--- config.mk ---
export PLATFORM = sky130hd
export DESIGN_NAME = burst_window_byte_rate_limiter_top
export DESIGN_NICKNAME = d
export VERILOG_FILES = /design/src/sv/bwrl_pkg.sv /design/src/sv/bwrl_csr.sv /design/src/sv/bwrl_step.sv /design/src/sv/burst_window_byte_rate_limiter_top.sv
export SDC_FILE = /design/constraint.sdc
export NUM_CORES = 1
export LEC_CHECK = 0
export BUFFER_PORTS_ARGS = -buffer_cell sky130_fd_sc_hd__buf_2
export CORE_AREA = 5 5 147 254
export CTS_CLUSTER_DIAMETER = 150
export DETAILED_ROUTE_END_ITERATION = 8
export DIE_AREA = 0 0 152 259
export MAX_ROUTING_LAYER = met4
export PLACE_DENSITY = 0.73
export REMOVE_ABC_BUFFERS = 1
export SLEW_MARGIN = 5
export SYNTH_ARGS = -nofsm -noshare
export SYNTH_HDL_FRONTEND = slang
export SYNTH_SLANG_ARGS = --single-unit
--- constraint.sdc ---
create_clock -name clock -period 18.85 [get_ports clock]
set_input_delay 0.9425 -clock clock [delete_from_list [all_inputs] [get_ports clock]]
set_output_delay 0.9425 -clock clock [all_outputs]
set_load 0.01 [all_outputs]
--- src/sv/bwrl_pkg.sv ---
// Shared types, constants and register indexes for the burst window byte rate limiter.
package bwrl_pkg;

   // Field widths.
   localparam int TIME_BITS    = 48;
   localparam int LEN_BITS     = 10;
   localparam int BYTES_BITS   = 17;
   localparam int BASE_BITS    = 14;
   localparam int WINLEN_BITS  = 26;
   localparam int CSR_IDX_BITS = 2;

   // Length limit and count saturation.
   localparam logic [LEN_BITS-1:0]   MAX_DATAGRAM = LEN_BITS'(512);
   localparam logic [BYTES_BITS:0]   BYTES_MAX    = {1'b0, {BYTES_BITS{1'b1}}};

   // Register reset values.
   localparam logic [BASE_BITS-1:0]   BASE_LIMIT_RESET = BASE_BITS'(511);
   localparam logic [BYTES_BITS-1:0]  PEAK_LIMIT_RESET = BYTES_BITS'(2048);
   localparam logic [WINLEN_BITS-1:0] WINDOW_LEN_RESET = WINLEN_BITS'(10000000);

   // Register indexes.
   localparam logic [CSR_IDX_BITS-1:0] CSR_BASE_LIMIT = 2'd0;
   localparam logic [CSR_IDX_BITS-1:0] CSR_PEAK_LIMIT = 2'd1;
   localparam logic [CSR_IDX_BITS-1:0] CSR_WINDOW_LEN = 2'd2;

   // Event codes reported with each result.
   typedef enum logic [2:0] {
      EV_NONE            = 3'd0,
      EV_OVER_PEAK       = 3'd1,
      EV_BASE_AFTER_PEAK = 3'd2,
      EV_NEW_PEAK        = 3'd3,
      EV_ROLLOVER        = 3'd4
   } event_type;

   typedef struct packed {
      logic [LEN_BITS-1:0]  datagram_length;
      logic [TIME_BITS-1:0] now_us;
   } req_type;

   typedef struct packed {
      logic [WINLEN_BITS-1:0] hold_off_us;
      event_type              event_res;
      logic [BYTES_BITS-1:0]  window_bytes_out;
   } rsp_type;

   typedef struct packed {
      logic [BASE_BITS-1:0]   base_limit_bytes;
      logic [BYTES_BITS-1:0]  peak_limit_bytes;
      logic [WINLEN_BITS-1:0] window_length_us;
   } cfg_type;

   typedef struct packed {
      logic [BYTES_BITS-1:0] window_bytes;
      logic [TIME_BITS-1:0]  window_start;
      logic                  prior_was_peak;
   } win_state_type;

endpackage

--- src/sv/bwrl_csr.sv ---
// Configuration registers of the rate limiter.
module bwrl_csr (
   input  logic                                clock,
   input  logic                                reset,
   input  logic                                csr_we,
   input  logic [bwrl_pkg::CSR_IDX_BITS-1:0]   csr_index,
   input  logic [bwrl_pkg::WINLEN_BITS-1:0]    csr_wdata,
   output bwrl_pkg::cfg_type                   cfg
);
   import bwrl_pkg::*;

   cfg_type cfg_ff;
   cfg_type cfg_in;

   // Decode a write into the addressed register; other indexes are ignored.
   always_comb begin
      cfg_in = cfg_ff;
      if (csr_we) begin
         case (csr_index)
            CSR_BASE_LIMIT: cfg_in.base_limit_bytes = csr_wdata[BASE_BITS-1:0];
            CSR_PEAK_LIMIT: cfg_in.peak_limit_bytes = csr_wdata[BYTES_BITS-1:0];
            CSR_WINDOW_LEN: cfg_in.window_length_us = csr_wdata;
            default:        cfg_in = cfg_ff;
         endcase
      end
   end

   always_ff @(posedge clock) begin
      if (reset) begin
         cfg_ff.base_limit_bytes <= BASE_LIMIT_RESET;
         cfg_ff.peak_limit_bytes <= PEAK_LIMIT_RESET;
         cfg_ff.window_length_us <= WINDOW_LEN_RESET;
      end else begin
         cfg_ff <= cfg_in;
      end
   end

   assign cfg = cfg_ff;

endmodule

--- src/sv/bwrl_step.sv ---
// Window accounting for one request: next window state and the result.
module bwrl_step (
   input  bwrl_pkg::cfg_type        cfg,
   input  bwrl_pkg::win_state_type  cur,
   input  bwrl_pkg::req_type        req,
   output bwrl_pkg::win_state_type  nxt,
   output bwrl_pkg::rsp_type        rsp
);
   import bwrl_pkg::*;

   logic [TIME_BITS-1:0]   diff;
   logic [TIME_BITS-1:0]   elapsed;
   logic [TIME_BITS-1:0]   wl_wide;
   logic                   over;
   logic [WINLEN_BITS-1:0] rest;
   logic [LEN_BITS-1:0]    len_clip;
   logic [BYTES_BITS:0]    sum;
   logic [BYTES_BITS-1:0]  sum_sat;
   logic [TIME_BITS-1:0]   hold_start;

   // Time into the window; a start that lies ahead counts as no time gone.
   always_comb begin
      diff     = req.now_us - cur.window_start;
      elapsed  = diff[TIME_BITS-1] ? '0 : diff;
      wl_wide  = {{(TIME_BITS-WINLEN_BITS){1'b0}}, cfg.window_length_us};
      over     = elapsed > wl_wide;
      rest     = (elapsed < wl_wide) ?
                 (cfg.window_length_us - elapsed[WINLEN_BITS-1:0]) : '0;
      hold_start = req.now_us + {{(TIME_BITS-WINLEN_BITS){1'b0}}, rest};
   end

   // Clipped length added to the window count, saturated to the count width.
   always_comb begin
      len_clip = (req.datagram_length > MAX_DATAGRAM) ? MAX_DATAGRAM : req.datagram_length;
      sum      = {1'b0, cur.window_bytes} + {{(BYTES_BITS+1-LEN_BITS){1'b0}}, len_clip};
      sum_sat  = (sum > BYTES_MAX) ? BYTES_MAX[BYTES_BITS-1:0] : sum[BYTES_BITS-1:0];
   end

   // Classify the window against the peak limit first, then the base limit.
   always_comb begin
      nxt             = cur;
      rsp.hold_off_us = '0;
      rsp.event_res   = EV_NONE;
      if (req.datagram_length != '0) begin
         if (sum > {1'b0, cfg.peak_limit_bytes}) begin
            rsp.event_res      = EV_OVER_PEAK;
            rsp.hold_off_us    = rest;
            nxt.window_bytes   = '0;
            nxt.window_start   = hold_start;
            nxt.prior_was_peak = 1'b1;
         end else if (sum > {{(BYTES_BITS+1-BASE_BITS){1'b0}}, cfg.base_limit_bytes}) begin
            if (over) begin
               rsp.event_res      = EV_ROLLOVER;
               nxt.window_bytes   = '0;
               nxt.window_start   = req.now_us;
               nxt.prior_was_peak = 1'b1;
            end else if (cur.prior_was_peak) begin
               rsp.event_res      = EV_BASE_AFTER_PEAK;
               rsp.hold_off_us    = rest;
               nxt.window_bytes   = '0;
               nxt.window_start   = hold_start;
               nxt.prior_was_peak = 1'b1;
            end else begin
               rsp.event_res    = EV_NEW_PEAK;
               nxt.window_bytes = sum_sat;
            end
         end else if (over) begin
            rsp.event_res      = EV_ROLLOVER;
            nxt.window_bytes   = '0;
            nxt.window_start   = req.now_us;
            nxt.prior_was_peak = 1'b0;
         end else begin
            nxt.window_bytes = sum_sat;
         end
      end
      rsp.window_bytes_out = nxt.window_bytes;
   end

endmodule

--- src/sv/burst_window_byte_rate_limiter_top.sv ---
// Top level of the burst window byte rate limiter: request and result registers, window state.
// Path: a request is captured in the input register, and its result in the result register.
// Throughput: one request per cycle while the result is not stalled; the window state updates
// in the same cycle the request moves from the input register to the result register.
// Reset: clears both valid flags and the window state, and loads the register defaults
// (base limit 511, peak limit 2048, window length 10000000 us).
module burst_window_byte_rate_limiter_top (
   input  logic                               clock,
   input  logic                               reset,
   input  logic                               req_valid,
   output logic                               req_stall,
   input  bwrl_pkg::req_type                  req_data,
   output logic                               rsp_valid,
   input  logic                               rsp_stall,
   output bwrl_pkg::rsp_type                  rsp_data,
   input  logic                               csr_we,
   input  logic [bwrl_pkg::CSR_IDX_BITS-1:0]  csr_index,
   input  logic [bwrl_pkg::WINLEN_BITS-1:0]   csr_wdata
);
   import bwrl_pkg::*;

   cfg_type       cfg;
   logic          in_valid_ff;
   req_type       in_req_ff;
   logic          rsp_valid_ff;
   rsp_type       rsp_data_ff;
   win_state_type win_state_ff;
   win_state_type win_state_in;
   rsp_type       step_rsp;
   logic          advance;

   bwrl_csr u_csr (
      .clock     (clock),
      .reset     (reset),
      .csr_we    (csr_we),
      .csr_index (csr_index),
      .csr_wdata (csr_wdata),
      .cfg       (cfg)
   );

   bwrl_step u_step (
      .cfg (cfg),
      .cur (win_state_ff),
      .req (in_req_ff),
      .nxt (win_state_in),
      .rsp (step_rsp)
   );

   // The held request moves on whenever the result register is empty or being taken.
   assign advance   = !rsp_valid_ff || !rsp_stall;
   assign req_stall = in_valid_ff && !advance;

   // Input register.
   always_ff @(posedge clock) begin
      if (reset) begin
         in_valid_ff <= 1'b0;
      end else if (!req_stall) begin
         in_valid_ff <= req_valid;
      end
   end

   always_ff @(posedge clock) begin
      if (!req_stall && req_valid) begin
         in_req_ff <= req_data;
      end
   end

   // Result register and window state, updated as the request is processed.
   always_ff @(posedge clock) begin
      if (reset) begin
         rsp_valid_ff <= 1'b0;
         win_state_ff <= '0;
      end else if (advance) begin
         rsp_valid_ff <= in_valid_ff;
         if (in_valid_ff) begin
            win_state_ff <= win_state_in;
         end
      end
   end

   always_ff @(posedge clock) begin
      if (advance && in_valid_ff) begin
         rsp_data_ff <= step_rsp;
      end
   end

   assign rsp_valid = rsp_valid_ff;
   assign rsp_data  = rsp_data_ff;

endmodule
---- Yosys cells after proc, flatten, opt, wreduce, memory -nomap -nowiden ----
Cells that the tools add are included.
word-level totals
  bits in registers ....................... 229
  output and inout bits ................... 48
  word-level logic and storage cells ...... 66
operators by class
  add/subtract/negate cells ............... 4
  magnitude comparators ................... 6
  equality and inequality tests ........... 2
  mux-type cells .......................... 20
  bitwise logic cells ..................... 1
  reduce and logical (&&, ||, !) cells .... 19
operators with widths
  kind                                                              count
  two-way mux 66 bit                                                4
  two-way mux 26 bit                                                4
  two-way mux 49 bit                                                2
  two-way mux 17 bit                                                3
  adder 48 x 26 -> 48 bit                                           1
  greater-than comparator 48 x 26 -> 1 bit                          1
  less-than comparator 48 x 26 -> 1 bit                             1
  subtractor 48 bit                                                 1
  two-way mux 47 bit                                                1
  two-way mux 29 bit                                                1
  subtractor 26 bit                                                 1
  adder 17 x 10 -> 18 bit                                           1
  greater-than comparator 18 x 14 -> 1 bit                          1
  greater-than comparator 18 x 17 -> 1 bit                          1
  greater-than comparator 18 x 17 -> 1 bit (second input constant)  1
  greater-than comparator 10 bit (second input constant)            1
  two-way mux 10 bit                                                1
  nonzero test 10 bit                                               1
  two-way mux 3 bit                                                 3
  AND reduction 2 bit                                               4
  nonzero test 3 bit                                                2
  AND reduction 5 bit                                               1
  zero test 1 bit                                                   4
  AND reduction 4 bit                                               1
  other kinds (8)                                                   10

---- Depth between registers and ports, before layout ----
  depth after elaboration ................. 10
  gate-level depth with buffers ........... 44

---- By module ----
Synthesis repeated with hierarchy kept, for this count alone.
second synthesis, totals
  cells, all modules ...................... 2,196
  area total of the unflattened synthesis .. 18,794.3 µm²
by module, submodules not included
  module                              times used  cells each  area each (µm²)  seq. area each (µm²)
  bwrl_step                           1           1,563       10,274.9         0.0
  burst_window_byte_rate_limiter_top  1           399         6,132.1          4,484.3
  bwrl_csr                            1           234         2,387.3          1,141.1

---- Worst setup path after synthesis ----
No wires, ideal clock.
  path kind ............................... register -> register
  start point ............................. register in_req_ff[2] (netlist name)
  end point ............................... register win_state_ff[37] (netlist name)
  library setup time ...................... 0.095 ns
  arrival time ............................ 7.947 ns
  data required time ...................... 18.755 ns
  path slack .............................. 10.807 ns
  cell stages (with the launch flop) ...... 42
  path buffers ............................ 1
  period minus slack after synthesis ...... 8.043 ns
  path through ............................ edfxtp_1 -> ha_1 -> o211ai_1 -> a21o_1 -> a211oi_4 -> a31oi_2 -> o41ai_2 -> a21oi_1 -> o21ai_2 -> xor2_2 -> nand2b_1 -> inv_1 -> ha_1 -> inv_1 -> fa_1 -> a21o_1 -> a21oi_1 -> o21ai_0 -> (+6 left out) -> a211oi_1 -> o311ai_0 -> a21o_1 -> a21o_1 -> a21o_1 -> a21oi_1 -> xor2_1 -> nor2_1 -> ha_1 -> buf_2 -> nand4_1 -> nand2b_1 -> a21oi_1 -> a21oi_1 -> o21ai_4 -> nand2_2 -> or4_1 -> o311ai_1
on the way
  cells in the longest elaborated chain, start to end .. 9
  elaborated cells between the ends (all ways) .. 14
  classes of those cells .................. 3 x add/sub; 2 x order compare; 6 x mux; 3 x reduce/logical
RTL lines
  item                                                                        line                                      source
  start: declaration                                                          burst_window_byte_rate_limiter_top.sv:24  req_type in_req_ff;
  start signal: assignment                                                    burst_window_byte_rate_limiter_top.sv:64  in_req_ff <= req_data;
  subtractor 48 bit                                                           bwrl_step.sv:23                           diff = req.now_us - cur.window_start;
  two-way mux 47 bit                                                          bwrl_step.sv:24                           elapsed = diff[TIME_BITS-1] ? '0 : diff;
  less-than comparator 48 x 26 -> 1 bit or subtractor 26 bit (tied branches)  bwrl_step.sv:27, bwrl_step.sv:28
  two-way mux 26 bit                                                          bwrl_step.sv:27                           rest = (elapsed < wl_wide) ?
  adder 48 x 26 -> 48 bit                                                     bwrl_step.sv:29                           hold_start = req.now_us + {{(TIME_BITS-WINLEN_BITS){1'b0}}, rest};
  two-way mux 49 bit                                                          bwrl_step.sv:57                           end else if (cur.prior_was_peak) begin
  two-way mux 66 bit                                                          bwrl_step.sv:52                           if (over) begin
  two-way mux 66 bit                                                          bwrl_step.sv:51                           end else if (sum > {{(BYTES_BITS+1-BASE_BITS){1'b0}}, cfg.base_limit_bytes}) begin
  two-way mux 66 bit                                                          bwrl_step.sv:45                           if (sum > {1'b0, cfg.peak_limit_bytes}) begin
  end signal: assignment                                                      burst_window_byte_rate_limiter_top.sv:76  win_state_ff <= win_state_in;
  end: declaration                                                            burst_window_byte_rate_limiter_top.sv:27  win_state_type win_state_ff;
Parallel ways exist; a longest one is shown, timed or not. The select of a mux whose other input is x is not followed.
A chain may end at the register's enable or synchronous reset.

---- Final worst setup path ----
  start point ............................. register in_req_ff[4] (netlist name)
  end point ............................... register win_state_ff[40] (netlist name)
Same word-level chain as after synthesis.

==> impl_metrics.xml <==
<?xml version="1.0" encoding="UTF-8"?>
<metrics>
  <group name="timing">
    <metric name="final_min_period_over_clock_period" unit="%">51.6</metric>
    <metric name="slew_violations" unit="">0</metric>
    <metric name="rsz0062_at_grt" unit="">no</metric>
    <metric name="fin_crit" unit="ps">9730</metric>
    <metric name="achievable-frequency" unit="MHz">103</metric>
    <metric name="finalHoldViolCount" unit="">0</metric>
    <metric name="tightestPinTransition" unit="ps">1260</metric>
    <metric name="report.final.setup_viol" unit="">0</metric>
    <metric name="max-slew-margin-rel" unit="%">15.9</metric>
    <metric name="setup_total_negative_slack" unit="ps">0</metric>
    <metric name="fin_skew" unit="ps">14.9</metric>
  </group>
  <group name="drt">
    <metric name="drt_pass1_iterations" unit="">5</metric>
    <metric name="post_drt_wl_per_cell" unit="um">21.2</metric>
    <metric name="route.antenna.remaining_nets" unit="">0</metric>
    <metric name="num_vias" unit="">15900</metric>
    <metric name="route.final.wire_length" unit="um">56000</metric>
    <metric name="first_iter_violations" unit="">880</metric>
    <metric name="mean_number_of_vias_per_cell" unit="">6.02</metric>
    <metric name="drcViolationCount" unit="">0</metric>
  </group>
  <group name="layout">
    <metric name="final_layout_size_suffix_gt1_share" unit="%">11.7</metric>
    <metric name="syn2layout_area_growth" unit="%">10.3</metric>
    <metric name="filler_cell_count" unit="">3388</metric>
    <metric name="design.final.nets" unit="">2413</metric>
  </group>
  <group name="yosys">
    <metric name="synth.lib_cells_used.distinct" unit="">91</metric>
    <metric name="syn-mean-instance-area" unit="um2">8.29</metric>
    <metric name="top_cells_by_area_in_the_synthesized_netlist" unit="">sky130_fd_sc_hd__edfxtp_1 18%, sky130_fd_sc_hd__dfxtp_1 14%, sky130_fd_sc_hd__ha_1 12%, sky130_fd_sc_hd__nand2_1 5.1%, sky130_fd_sc_hd__a21oi_1 5.0%</metric>
    <metric name="synth_sequential_area_ratio" unit="%">32.6</metric>
    <metric name="synth.top_cell.area_share" unit="%">18.1</metric>
    <metric name="synth-main-ff-cell" unit="">sky130_fd_sc_hd__dfxtp_1</metric>
    <metric name="synth.ff_latch_count" unit="">229</metric>
    <metric name="yosysTopAreaCell" unit="">sky130_fd_sc_hd__edfxtp_1</metric>
    <metric name="synth_edf_count" unit="">104</metric>
    <metric name="yosys.area_share.simple" unit="%">19.0</metric>
    <metric name="synth_adder_area_share" unit="%">12.1</metric>
    <metric name="synthMuxAreaShare" unit="%">0.602</metric>
    <metric name="synth.most_common_cell" unit="">sky130_fd_sc_hd__nand2_1</metric>
    <metric name="synth-compound-area-share" unit="%">23.8</metric>
    <metric name="ys_async_sr_fraction" unit="%">0</metric>
    <metric name="synth_top_family_by_area" unit="">compound AO/OA/AOI/OAI gates</metric>
    <metric name="ys_warn_count" unit="">0</metric>
    <metric name="xor_xnor_portion_of_the_synthesized_cell_area" unit="%">5.52</metric>
    <metric name="syn_inst" unit="">2082</metric>
    <metric name="synthesis.area" unit="um2">17300</metric>
    <metric name="ys_top_cells_by_count" unit="">233 x sky130_fd_sc_hd__nand2_1, 186 x sky130_fd_sc_hd__inv_1, 175 x sky130_fd_sc_hd__nor2_1</metric>
  </group>
  <group name="global_routing">
    <metric name="global_route.usage.met1" unit="%">27.6</metric>
    <metric name="groute.usage.overall" unit="%">27.9</metric>
    <metric name="grt-ovfl-total" unit="">0</metric>
    <metric name="global_route.usage.met3" unit="%">3.09</metric>
    <metric name="grt_busiest_layer" unit="">met2</metric>
    <metric name="grt_pass1_vias" unit="">15900</metric>
    <metric name="maximum_number_of_pins_on_one_net_before_global_route_repair" unit="">79</metric>
    <metric name="antenna_found_initial" unit="">1</metric>
    <metric name="groute.layer.met2.usage" unit="%">51.8</metric>
    <metric name="grt_first_pass_wirelength" unit="um">86000</metric>
  </group>
  <group name="placed_design">
    <metric name="place_hpwl" unit="um">43300</metric>
    <metric name="buffer_ports.inserted" unit="">138</metric>
    <metric name="gp_congestion" unit="">0.992</metric>
  </group>
  <group name="run">
    <metric name="cap_viol_max_count" unit="">0</metric>
  </group>
  <group name="clock_network">
    <metric name="cts_num_sinks" unit="">229</metric>
    <metric name="clock_latency" unit="ps">550</metric>
    <metric name="cts_max_path_buffers" unit="">3</metric>
    <metric name="ctsResizeCount" unit="">0</metric>
    <metric name="root_buffer" unit="">sky130_fd_sc_hd__clkbuf_16</metric>
    <metric name="cts_post_setup_buffers_inserted" unit="">0</metric>
    <metric name="cts.hold.buffers_added" unit="">0</metric>
    <metric name="cts_buffers" unit="">24</metric>
    <metric name="cts_tree" unit="">built</metric>
    <metric name="clk_transition_reported_paths" unit="ps">60</metric>
    <metric name="cts_max_level" unit="">1</metric>
  </group>
  <group name="setup_path">
    <metric name="cp_data_arrival_time" unit="ps">10130</metric>
    <metric name="setup.worst_path.class" unit="">flip-flop to flip-flop</metric>
    <metric name="end_kind" unit="">flip-flop</metric>
    <metric name="crit_slowest_cell" unit="">sky130_fd_sc_hd__o32ai_4</metric>
    <metric name="cp.required" unit="ps">19240</metric>
    <metric name="crit_path_start_kind" unit="">flip-flop</metric>
    <metric name="regToRegStartpoint" unit="">in_req_ff[4]</metric>
    <metric name="critical-path-max-stage-delay" unit="ps">600</metric>
    <metric name="critPathLaunch" unit="">in_req_ff[4]</metric>
    <metric name="critical_path_peak_fanout" unit="">25</metric>
  </group>
  <group name="outcome">
    <metric name="status" unit="">finished, final reports clean</metric>
  </group>
  <group name="min_path">
    <metric name="timing.hold.worst.class" unit="">flip-flop to flip-flop</metric>
    <metric name="worst_hold_startpoint" unit="">u_csr.cfg[41]</metric>
  </group>
  <group name="die">
    <metric name="die_x" unit="um">152</metric>
    <metric name="io_pins" unit="">139</metric>
    <metric name="die_height" unit="um">259</metric>
    <metric name="floorplan_core_area" unit="um2">35100</metric>
    <metric name="design.die.area" unit="um2">39400</metric>
    <metric name="rows" unit="">91</metric>
    <metric name="initial_core_util" unit="%">49.2</metric>
  </group>
  <group name="power">
    <metric name="power.total" unit="W">0.00232</metric>
    <metric name="ir_worst_vdd" unit="V">0.0000956</metric>
    <metric name="leakagePower" unit="nW">8.13</metric>
    <metric name="power-per-cell-area" unit="nW/um2">122</metric>
  </group>
</metrics>
[power breakdown]
part / leakage [nW] / internal (W) / switching, W
Clock: 0.361 / 0.000249 / 0.000216
Sequential: 2.03 / 0.000561 / 0.0000236
Combinational: 5.74 / 0.000459 / 0.000811
Total: 8.13 / 0.00127 / 0.00105
[layout by cell type, fill, tap and decap left out, types with 8 or more instances in the layout]
cell | synthesis | final
sky130_fd_sc_hd__nand2_1 | 233 | 233
sky130_fd_sc_hd__inv_1 | 186 | 186
sky130_fd_sc_hd__nor2_1 | 175 | 175
sky130_fd_sc_hd__a21oi_1 | 171 | 171
sky130_fd_sc_hd__ha_1 | 160 | 160
sky130_fd_sc_hd__buf_2 | 14 | 137
sky130_fd_sc_hd__dfxtp_1 | 125 | 125
sky130_fd_sc_hd__edfxtp_1 | 104 | 104
sky130_fd_sc_hd__o21ai_0 | 77 | 77
sky130_fd_sc_hd__a21o_1 | 72 | 72
sky130_fd_sc_hd__xnor2_1 | 70 | 70
sky130_fd_sc_hd__nand3_1 | 46 | 46
sky130_fd_sc_hd__a211oi_1 | 40 | 40
sky130_fd_sc_hd__xor2_1 | 37 | 37
sky130_fd_sc_hd__nand4_1 | 36 | 36
sky130_fd_sc_hd__and3_1 | 36 | 36
sky130_fd_sc_hd__nor3_1 | 27 | 27
sky130_fd_sc_hd__nor2b_1 | 27 | 26
sky130_fd_sc_hd__a211o_1 | 24 | 24
sky130_fd_sc_hd__clkbuf_16 | 0 | 24
sky130_fd_sc_hd__a221oi_1 | 23 | 23
sky130_fd_sc_hd__a31oi_1 | 20 | 20
sky130_fd_sc_hd__o21bai_1 | 19 | 19
sky130_fd_sc_hd__nand2b_1 | 19 | 19
sky130_fd_sc_hd__buf_4 | 0 | 19
sky130_fd_sc_hd__and2_1 | 15 | 15
sky130_fd_sc_hd__o211ai_1 | 13 | 13
sky130_fd_sc_hd__o21a_1 | 13 | 13
sky130_fd_sc_hd__a22oi_1 | 13 | 13
sky130_fd_sc_hd__or3_1 | 12 | 12
sky130_fd_sc_hd__nor4_1 | 10 | 10
sky130_fd_sc_hd__a22o_1 | 10 | 10
sky130_fd_sc_hd__and4_1 | 9 | 9
sky130_fd_sc_hd__o31ai_1 | 8 | 8
[worst max-delay path, delay by kind of cell (launching register included)]
family	cells	cell delay, ps
buf+inv	3	430
flops	1	540
xor+xnor	3	470
fa+ha+maj	4	1340
simple gates	4	620
compound gates	26	6150
[area by class of cell]
cell class              instances  area [um2]  share of cell area, %
multi-input cells            1562       10600                   55.4
flip-flops and latches        229        5630                   29.5
repair buffers                156         828                   4.35
inverters                     186         698                   3.67
clock buffers                  31         657                   3.45
well taps                     465         582                   3.05
clock inverters                13        96.3                  0.506
diodes                          1        2.50                 0.0131
[path summary, 6_finish.rpt]
check	slack [ps]	cells after the start	end
max	9120	40	win_state_ff[40]
min	460	2	u_csr.cfg[41]
max reg2reg	9120	40	win_state_ff[40]
min reg2reg	460	2	u_csr.cfg[41]
[state kept, by name (all words and copies together) (netlist names)]
| name | cells |
|---|---|
| in_req_ff | 58 |
| in_valid_ff | 1 |
| rsp_data | 46 |
| rsp_valid | 1 |
| u_csr.cfg | 57 |
| win_state_ff | 66 |
[logic make-up after synthesis]
logic type	count (synthesis)
muxes	10
xor gates and xnor gates	108
DFF	229
buffers and inverters	291
adders and majority gates	165
AOI/OAI and AO/OA	594
and+or+nand+nor	685
[layer usage]
layer | part of all wire [%] | up-vias | wire, um
met2 | 52 | 597 | 29400
met3 | 4.9 | 203 | 2730
met5 | 0 | - | 0
met4 | 7.5 | 0 | 4180
li1 | - | 7584 | -
met1 | 35 | 7518 | 19700
[through the flow]
stage	area [um2]	utilization [%]	hold WS (ps)	setup slack (ps)	instances
after floorplan	16800	-	430	10160	1977
after global placement	18300	52.2	442	9550	2598
after detailed placement	18300	52.2	447	9200	2598
after CTS	19000	54.3	456	9150	2642
after global routing	19000	54.3	478	8510	2643
final	19000	54.3	456	9120	2643
No activity file was read; power rests on OpenSTA's default activity.
